### src/hdl/tca_pkg.sv
`timescale 1ns / 1ps

package tca_pkg;

  // Field widths of the item and result ports.
  localparam int FUNC_W  = 2;
  localparam int ID_W    = 6;
  localparam int TOTAL_W = 16;

  // Default number of matrix rows and columns.
  localparam int MAX_NODES_DEF = 64;

  // Bits counted per cycle when a common-neighbor vector is reduced.
  localparam int POP_CH = 8;
  localparam int POP_W  = $clog2(POP_CH + 1);

  // Item function codes.
  localparam logic [FUNC_W-1:0] FUNC_EDGE  = 2'd0;
  localparam logic [FUNC_W-1:0] FUNC_COUNT = 2'd1;
  localparam logic [FUNC_W-1:0] FUNC_CLEAR = 2'd2;

  typedef enum logic [3:0] {
    ST_CLEAR,
    ST_IDLE,
    ST_EDGE_A,
    ST_EDGE_B,
    ST_LOAD_I,
    ST_SCAN,
    ST_AND,
    ST_POP,
    ST_DONE
  } state_t;

  function automatic logic [POP_W-1:0] popcnt(input logic [POP_CH-1:0] x);
    logic [POP_W-1:0] acc;
    acc = '0;
    for (int b = 0; b < POP_CH; b++) begin
      acc = acc + POP_W'(x[b]);
    end
    return acc;
  endfunction

endpackage

### src/hdl/triangle_count_adjacency.sv
`timescale 1ns / 1ps

// Triangle counter over an undirected graph held as a bit adjacency matrix.
// Input channel (in_valid / in_ready) carries one item per transfer: func 0
// adds the edge (node_u, node_v), func 1 counts triangles, func 2 clears the
// graph, func 3 is ignored. Only a count item gives a result, which leaves on
// the output channel (out_valid / out_ready) as out_triangle_total.
// An edge item is accepted while row u is read; then row u is written while
// row v is read, and then row v is written, all through the single row memory.
// A clear item runs the clearing pass, which zeroes one row per cycle. A
// count item is a walk of the matrix: each start row i is loaded, each column
// j is scanned, and for each edge (i, j) row j is read and the common
// neighbors above j are summed in chunks of 8 bits up to the last set one (at
// least one chunk). When the walk ends the result is registered.
// After reset the same clearing pass runs with in_ready low. The result sits
// in an output register; while the receiver stalls the block keeps taking
// edge and clear items, and a second count finishes its walk and then waits
// until the earlier result is transferred.
module triangle_count_adjacency #(
  parameter int MAX_NODES = tca_pkg::MAX_NODES_DEF
) (
  input  logic                        clk,
  input  logic                        rst_n,
  input  logic                        in_valid,
  output logic                        in_ready,
  input  logic [tca_pkg::FUNC_W-1:0]  in_func,
  input  logic [tca_pkg::ID_W-1:0]    in_node_u,
  input  logic [tca_pkg::ID_W-1:0]    in_node_v,
  output logic                        out_valid,
  input  logic                        out_ready,
  output logic [tca_pkg::TOTAL_W-1:0] out_triangle_total
);

  localparam int W      = MAX_NODES;
  localparam int AW     = $clog2(MAX_NODES);
  localparam int SW     = $clog2(MAX_NODES + 1);
  localparam int CW     = SW + 1;
  localparam int CH     = tca_pkg::POP_CH;
  localparam int CHUNKS = (W + CH - 1) / CH;
  localparam int VW     = CHUNKS * CH;
  localparam int TW     = tca_pkg::TOTAL_W;

  tca_pkg::state_t state_r, state_nxt;

  logic [AW-1:0] clr_addr_r, clr_addr_nxt;
  logic [SW-1:0] span_r, span_nxt;
  logic [AW-1:0] u_r, u_nxt;
  logic [AW-1:0] v_r, v_nxt;
  logic [AW-1:0] i_r, i_nxt;
  logic [AW-1:0] j_r, j_nxt;
  logic [W-1:0]  rowi_r, rowi_nxt;
  logic [VW-1:0] vec_r, vec_nxt;
  logic [TW-1:0] total_r, total_nxt;
  logic          out_valid_r, out_valid_nxt;
  logic [TW-1:0] out_total_r, out_total_nxt;

  // Row memory: one write port and one read port, read data registered.
  logic [W-1:0]  mem [MAX_NODES];
  logic          mem_we;
  logic [AW-1:0] mem_waddr;
  logic [W-1:0]  mem_wdata;
  logic [AW-1:0] mem_raddr;
  logic [W-1:0]  rdata_r;

  always_ff @(posedge clk) begin
    if (mem_we) begin
      mem[mem_waddr] <= mem_wdata;
    end
    // A read of the row being written returns the new contents.
    if (mem_we && (mem_waddr == mem_raddr)) begin
      rdata_r <= mem_wdata;
    end else begin
      rdata_r <= mem[mem_raddr];
    end
  end

  logic          in_xfer;
  logic          edge_ok;
  logic [SW-1:0] u_span, v_span;
  logic [W-1:0]  mask_gt_j;

  assign in_ready = (state_r == tca_pkg::ST_IDLE);
  assign in_xfer  = in_valid && in_ready;

  // An edge with an endpoint outside the matrix is dropped whole.
  assign edge_ok = (int'(in_node_u) < MAX_NODES) && (int'(in_node_v) < MAX_NODES);
  assign u_span  = SW'(in_node_u) + SW'(1);
  assign v_span  = SW'(in_node_v) + SW'(1);

  // Third corners k must lie above j.
  always_comb begin
    for (int k = 0; k < W; k++) begin
      mask_gt_j[k] = (k > int'(j_r));
    end
  end

  always_comb begin
    state_nxt     = state_r;
    clr_addr_nxt  = clr_addr_r;
    span_nxt      = span_r;
    u_nxt         = u_r;
    v_nxt         = v_r;
    i_nxt         = i_r;
    j_nxt         = j_r;
    rowi_nxt      = rowi_r;
    vec_nxt       = vec_r;
    total_nxt     = total_r;
    out_valid_nxt = out_valid_r;
    out_total_nxt = out_total_r;
    mem_we        = 1'b0;
    mem_waddr     = '0;
    mem_wdata     = '0;
    mem_raddr     = '0;

    if (out_valid_r && out_ready) begin
      out_valid_nxt = 1'b0;
    end

    unique case (state_r)
      tca_pkg::ST_CLEAR: begin
        mem_we    = 1'b1;
        mem_waddr = clr_addr_r;
        if (clr_addr_r == AW'(MAX_NODES - 1)) begin
          state_nxt = tca_pkg::ST_IDLE;
        end else begin
          clr_addr_nxt = clr_addr_r + AW'(1);
        end
      end

      tca_pkg::ST_IDLE: begin
        if (in_valid && (in_func == tca_pkg::FUNC_EDGE) && edge_ok) begin
          mem_raddr = AW'(in_node_u);
        end
        if (in_xfer) begin
          unique case (in_func)
            tca_pkg::FUNC_EDGE: begin
              if (edge_ok) begin
                u_nxt     = AW'(in_node_u);
                v_nxt     = AW'(in_node_v);
                span_nxt  = (u_span > span_r) ? u_span : span_r;
                if (v_span > span_nxt) begin
                  span_nxt = v_span;
                end
                state_nxt = tca_pkg::ST_EDGE_A;
              end
            end
            tca_pkg::FUNC_COUNT: begin
              total_nxt = '0;
              i_nxt     = '0;
              if (span_r < SW'(3)) begin
                state_nxt = tca_pkg::ST_DONE;
              end else begin
                state_nxt = tca_pkg::ST_LOAD_I;
              end
            end
            tca_pkg::FUNC_CLEAR: begin
              span_nxt     = '0;
              clr_addr_nxt = '0;
              state_nxt    = tca_pkg::ST_CLEAR;
            end
            default: begin
            end
          endcase
        end
      end

      tca_pkg::ST_EDGE_A: begin
        // Row u is in rdata_r; set column v and fetch row v.
        mem_we    = 1'b1;
        mem_waddr = u_r;
        mem_wdata = rdata_r | (W'(1) << v_r);
        mem_raddr = v_r;
        state_nxt = tca_pkg::ST_EDGE_B;
      end

      tca_pkg::ST_EDGE_B: begin
        mem_we    = 1'b1;
        mem_waddr = v_r;
        mem_wdata = rdata_r | (W'(1) << u_r);
        state_nxt = tca_pkg::ST_IDLE;
      end

      tca_pkg::ST_LOAD_I: begin
        rowi_nxt  = rdata_r;
        j_nxt     = i_r + AW'(1);
        state_nxt = tca_pkg::ST_SCAN;
      end

      tca_pkg::ST_SCAN: begin
        if ((CW'(j_r) + CW'(1)) >= CW'(span_r)) begin
          // No k can follow this j: move to the next start row, or finish the walk.
          if ((CW'(i_r) + CW'(4)) <= CW'(span_r)) begin
            i_nxt     = i_r + AW'(1);
            mem_raddr = i_r + AW'(1);
            state_nxt = tca_pkg::ST_LOAD_I;
          end else begin
            state_nxt = tca_pkg::ST_DONE;
          end
        end else if (rowi_r[j_r]) begin
          mem_raddr = j_r;
          state_nxt = tca_pkg::ST_AND;
        end else begin
          j_nxt = j_r + AW'(1);
        end
      end

      tca_pkg::ST_AND: begin
        vec_nxt   = VW'(rowi_r & rdata_r & mask_gt_j);
        j_nxt     = j_r + AW'(1);
        state_nxt = tca_pkg::ST_POP;
      end

      tca_pkg::ST_POP: begin
        total_nxt = total_r + TW'(tca_pkg::popcnt(vec_r[CH-1:0]));
        vec_nxt   = vec_r >> CH;
        if ((vec_r >> CH) == '0) begin
          state_nxt = tca_pkg::ST_SCAN;
        end
      end

      tca_pkg::ST_DONE: begin
        if (!out_valid_r || out_ready) begin
          out_valid_nxt = 1'b1;
          out_total_nxt = total_r;
          state_nxt     = tca_pkg::ST_IDLE;
        end
      end

      default: begin
        state_nxt = tca_pkg::ST_IDLE;
      end
    endcase
  end

  always_ff @(posedge clk) begin
    if (!rst_n) begin
      state_r     <= tca_pkg::ST_CLEAR;
      clr_addr_r  <= '0;
      span_r      <= '0;
      out_valid_r <= 1'b0;
    end else begin
      state_r     <= state_nxt;
      clr_addr_r  <= clr_addr_nxt;
      span_r      <= span_nxt;
      out_valid_r <= out_valid_nxt;
    end
  end

  always_ff @(posedge clk) begin
    u_r         <= u_nxt;
    v_r         <= v_nxt;
    i_r         <= i_nxt;
    j_r         <= j_nxt;
    rowi_r      <= rowi_nxt;
    vec_r       <= vec_nxt;
    total_r     <= total_nxt;
    out_total_r <= out_total_nxt;
  end

  assign out_valid          = out_valid_r;
  assign out_triangle_total = out_total_r;

  // The column scan never leaves the loaded node span.
  a_scan_in_span: assert property (@(posedge clk) disable iff (!rst_n)
    (state_r == tca_pkg::ST_SCAN) |-> (CW'(j_r) < CW'(span_r)))
    else $error("column index outside node span");

  // A start row is only loaded while two more nodes can follow it.
  a_row_in_span: assert property (@(posedge clk) disable iff (!rst_n)
    (state_r == tca_pkg::ST_LOAD_I) |-> ((CW'(i_r) + CW'(3)) <= CW'(span_r)))
    else $error("start row leaves no room for a triangle");

  // A finished count waits while the previous result is still held.
  a_done_waits: assert property (@(posedge clk) disable iff (!rst_n)
    (state_r == tca_pkg::ST_DONE && out_valid_r && !out_ready)
      |=> (state_r == tca_pkg::ST_DONE && out_valid_r))
    else $error("result overwritten before transfer");

endmodule

### config.mk
export PLATFORM = sky130hd
export DESIGN_NAME = triangle_count_adjacency
export DESIGN_NICKNAME = d
export VERILOG_FILES = /design/src/hdl/tca_pkg.sv /design/src/hdl/triangle_count_adjacency.sv
export SDC_FILE = /design/constraint.sdc
export NUM_CORES = 2
export LEC_CHECK = 0
export ABC_AREA = 0
export BUFFER_PORTS_ARGS = -buffer_cell sky130_fd_sc_hd__buf_2
export CELL_PAD_IN_SITES_DETAIL_PLACEMENT = 0
export CELL_PAD_IN_SITES_GLOBAL_PLACEMENT = 1
export CORE_ASPECT_RATIO = 1.25
export CORE_MARGIN = 2
export CORE_UTILIZATION = 61
export CTS_CLUSTER_SIZE = 10
export DETAILED_ROUTE_END_ITERATION = 16
export GPL_ROUTABILITY_DRIVEN = 0
export PLACE_DENSITY = 0.83
export SLEW_MARGIN = 40
export SYNTH_ARGS = -nofsm -noshare
export SYNTH_HDL_FRONTEND = slang
export SYNTH_SLANG_ARGS = --single-unit
### constraint.sdc
create_clock -name clk -period 18.1 [get_ports clk]
set_clock_uncertainty 0.1 [all_clocks]
set_input_delay 1.81 -clock clk [delete_from_list [all_inputs] [get_ports clk]]
set_output_delay 1.81 -clock clk [all_outputs]
set_load 0.02 [all_outputs]
Yosys cells after proc, flatten, opt, wreduce, memory -nomap -nowiden. Memory sizes are Yosys's and may differ from the RTL's. A register that Yosys moved wholly into a read port is not among the register bits. Index checks and enable logic that the tools add are counted.

Input port bits: 18. Logic and storage cells: 194. Memory bits (read-only): 0. Output and inout port bits: 18. Memories: 1. Bits in latches: 0. Bits in registers: 202. Memory bits (writable): 4096.

Memories: mem (depth 64, bits a word 64, rd ports 1, clocked after memory_dff 1, write ports 1, line triangle_count_adjacency.sv:58) `logic [W-1:0] mem [MAX_NODES];`.

$add $sub $neg: 15. Div/mod/pow operators: 0. Bitwise operators: 4. Eq/ne operators: 24. $mul: 0. Multiplexer cells: 44. $lt $le $gt $ge: 69. Reduce and logical (&&, ||, !) cells: 23. Shift-type cells: 2.

Operators by type and width (count): $pmux W64 S2 (2); $gt A6 B6 Y1 const A (32); $and A64 B64 Y64 (2); $or A64 B64 Y64 (2); $shl A1 B6 Y64 const A (2); $gt A5 B6 Y1 const A (16); $mux W6 (13); $logic_not A64 Y1 (1); $pmux W6 S3 (3); $gt A4 B6 Y1 const A (8); $mux W16 (2); $mux W4 (8); $pmux W16 S2 (1); $pmux W4 S8 (1); $gt A3 B6 Y1 const A (4); $pmux W6 S2 (2); $add A6 B1 Y7 const B (3); $add A6 B1 Y6 const B (3); $add A16 B4 Y16 (1); $add A4 B1 Y4 (4); $eq A4 B3 Y1 const B (4); $ne A2 B2 Y1 const B (8); $gt A7 B7 Y1 (2); $mux W7 (2); other kinds (36) (55).

Longest topological paths before layout.
Depth after elaboration: 9. Mapped depth: 17. Gate-level depth less buffers: 17.

Worst setup path before layout. Ideal clock, no wire load.

Path type: reg-to-reg. From: reg state_r[2]. To: reg rowi_r[0] (enable). Arrival time: 5.132 ns. Slack: 12.304 ns. Cell stages (with the launch flop): 4. Clock period less this slack: 5.796 ns. Data required time: 17.435 ns. Library setup time: 0.565 ns. Cells stage by stage: dfxtp_1 -> clkbuf_1 -> nand2_1 -> nor3_1.

Longest elaborated chain between the ends: 1.

Ends and longest elaborated chain: from (decl) (line triangle_count_adjacency.sv:43) `tca_pkg::state_t state_r, state_nxt;`; from (signal assigned) (line triangle_count_adjacency.sv:237) `state_r <= tca_pkg::ST_CLEAR;`; from (signal assigned) (line triangle_count_adjacency.sv:242) `state_r <= state_nxt;`; $eq A4 B3 Y1 (line triangle_count_adjacency.sv:119) `unique case (state_r)`; to (signal assigned) (line triangle_count_adjacency.sv:254) `rowi_r <= rowi_nxt;`; to (decl) (line triangle_count_adjacency.sv:51) `logic [W-1:0] rowi_r, rowi_nxt;`.

No other way between the ends. A chain may end at the register's enable or synchronous reset.

==> results_dict.tcl <==
set metrics [dict create \
    p_switching_mw 3.80 \
    grt.overflow.total 0 \
    drt-initial-drc-count 16400 \
    p_comb_frac 0.013 \
    timing.fmax_mhz 166 \
    drv_slew 0 \
    finalHoldViolations 0 \
    yosys.area.top_type "edfxtp_1" \
    dr_vias_cell 7.56 \
    power.density_cell_area_nw_per_um2 103 \
    clk_root_buffer_cell "clkbuf_16" \
    worstHoldStart "total_r[1]" \
    actual_transition_at_the_worst_max_transition_pin_ns 0.971 \
    timing.critical_path.fanout_max 64 \
    die_h_um 589 \
    timing.slew.headroom 0.348 \
    firstDrtPassIters 6 \
    synth_enable_flop_cells 4280 \
    placeableCoreArea_um2 272000 \
    yosysTopAreaCellShare 0.770 \
    cts_num_sinks 4304 \
    hpwlAfterDp_um 255000 \
    area_growth_syn_to_layout_pct 12.8 \
    synthesis.instances 7515 \
    placement.io_buffers 35 \
    required_ns 18.66 \
    r2r-end "mem[44][17]" \
    grt_max_degree 131 \
    cts_tree "yes" \
    clockBufferDepth 4 \
    seq_area_frac_synth 0.773 \
    fin_crit_ns 6.02 \
    groute.usage.overall 0.355 \
    synth_common_cells "4280 x edfxtp_1, 1107 x mux4_2, 231 x nand2_1" \
    r2r_slack_ns 12.08 \
    initial_core_util 0.614 \
    dieArea_um2 278000 \
    cp-start-kind "flip-flop" \
    syn-mean-instance-area_um2 22.2 \
    pre_cts_ws_ns 11.75 \
    num_rows 214 \
    power.share.switching 0.196 \
    synth.yosys.warnings 0 \
    cts_made_buffers 474 \
    num-fill-cells 15300 \
    postCtsHoldBufs 0 \
    clkPwrFrac 0.427 \
    timing.final.setup_violations 0 \
    ys_ff_latch 4304 \
    min_delay_worst_endpoint "out_triangle_total[1]" \
    fin_ws_ns 12.08 \
    reg2regPathDepth 8 \
    outcome "finished clean" \
    antenna_found_initial 19 \
    synth.cell_area_um2 167000 \
    crit_path_end_kind "flip-flop" \
    power_frac_seq 0.559 \
    setup_tns_ns 0 \
    synth_cell_type_count 66 \
    final_nets 8095 \
    postSynthNetCount 7583 \
    number_of_global_route_vias_before_repair 88300 \
    wl_per_cell_um 42.4 \
    fraction_of_final_layout_cells_with_drive_strength_greater_than_1 0.280 \
    final_min_period_over_clock_period 0.333 \
    clock_network_latency_to_the_later_pin_of_the_worst_skew_pair_ns 0.97 \
    arrival_ns 6.58 \
    grt_first_pass_wirelength_um 682000 \
    max_cap_viol_count 0 \
    grt_setup_unrepaired "false" \
    gates_resized_cts_repair 0 \
    post_cts_buffers 0 \
    die_x_um 472 \
    boundaryPins 36 \
    synth_most_common_cell "edfxtp_1" \
    p_int_mw 15.6 \
    total_leakage_power_nw 63.4 \
    postRouteWirelength_um 495000 \
    ys_dominant_reg_cell "edfxtp_1" \
    clk_pin_slew_worst_paths_ns 0.06 \
    worst_hold_path.num_cells 0 \
    route.vias.total 88200 \
    peakVddDrop_uv 90.1 \
    drtAntennaViolNets 0 \
    synth_async_sr_flop_share 0 \
    min_path_type "flip-flop to flip-flop" \
    ctsHtreeMaxLevel 5 \
    detail_route.drc_violations 0 \
    crit_path_category "flip-flop to flip-flop" \
    synth.area.top_cells "edfxtp_1 77%, mux4_2 15%, mux2i_1 0.97%" \
]
## worst max-delay path, stage by stage (launching register included)
cell,delay (ns)
dfxtp_4,0.79
buf_6,0.55
nor2b_4,0.91
buf_4,0.54
buf_4,0.66
a221oi_1,0.17
a221oi_1,0.89
o21a_1,0.24
buf_4,0.54
## area by class of cell
type	instances	area, µm²	area share
inverter	93	349	0.00185
tap	3564	4460	0.0237
clock inverter	20	249	0.00132
clock buffer	527	12200	0.0649
timing repair buffer	439	4950	0.0263
antenna	6	15.0	0.0000797
sequential	4304	129000	0.685
multi-input combinational	2715	37100	0.197
## sequential cells by signal (all words and copies together), names as in the netlist, named ones only
register	cells
mem	4096
rowi_r	64
vec_r	64
out_triangle_total	16
total_r	16
span_r	7
clr_addr_r	6
i_r	6
j_r	6
u_r	6
v_r	6
state_r	4
out_valid	1
## per-layer routing
| metal | track usage | wire, µm | vias up |
|---|---|---|---|
| li1 | - | - | 32700 |
| met2 | 0.555 | 234000 | 8173 |
| met1 | 0.459 | 156000 | 45500 |
| met4 | 0.196 | 34900 | 18 |
| met5 | 0 | 118 | - |
| met3 | 0.0979 | 70300 | 1805 |
## how the worst max path moves through the flow
stage,to,slack [ns]
finish,mem[44][17],12.08
global placement,mem[40][2],11.16
detailed placement,span_r[1],11.75
floorplan,rowi_r[0],12.30
CTS,mem[36][8],11.93
global route,mem[63][8],11.85
## per-stage QoR
stage / cell area (µm²) / util / total power [mW] / hold WS [ns] / std cells
after global routing: 188000 / 0.692 / 19.8 / 0.390 / 11700
after CTS: 188000 / 0.691 / 19.4 / 0.377 / 11700
after detailed placement: 176000 / 0.645 / 11.3 / 0.362 / 11100
after floorplan: 167000 / - / 11.2 / 0.326 / 7515
final: 188000 / 0.692 / 19.4 / 0.374 / 11700
after global placement: 173000 / 0.637 / 11.3 / 0.361 / 11000
## cells by family after synthesis
family	share of synthesized area
adders and majority gates	0.00397
muxes	0.160
DFF	0.773
xor gates and xnor gates	0.00157
and+or+nand+nor	0.0182
AOI/OAI and AO/OA	0.0299
buffers and inverters	0.0140
## placed cells by master (no fill, tap or decap), types with 35 or more instances in the layout
cell / Yosys / layout
a21oi_1: 90 / 35
a21oi_4: 0 / 55
a221oi_1: 110 / 108
a22o_1: 111 / 111
a22oi_1: 123 / 123
buf_16: 0 / 40
buf_2: 105 / 35
buf_4: 55 / 225
buf_6: 18 / 60
buf_8: 0 / 57
clkbuf_1: 182 / 45
clkbuf_16: 0 / 483
edfxtp_1: 4280 / 4280
ha_1: 45 / 45
inv_1: 90 / 90
mux2i_1: 162 / 158
mux4_2: 1107 / 1107
nand2_1: 231 / 230
nand3_1: 101 / 94
nor2_1: 164 / 90
nor2_4: 0 / 66
o21ai_0: 88 / 76
## power by group through the flow
| stage | Clock, mW | Sequential [mW] | Combinational [mW] |
|---|---|---|---|
| 3_3_place_gp | 0 | 11.1 | 0.231 |
| 2_1_floorplan | 0 | 11.1 | 0.110 |
| 3_5_place_dp | 0 | 11.1 | 0.244 |
| 6_report | 8.30 | 10.9 | 0.258 |
| 4_1_cts | 8.32 | 10.9 | 0.249 |
| 5_1_grt | 8.68 | 10.9 | 0.261 |
No activity file was read; power rests on OpenSTA's default activity.
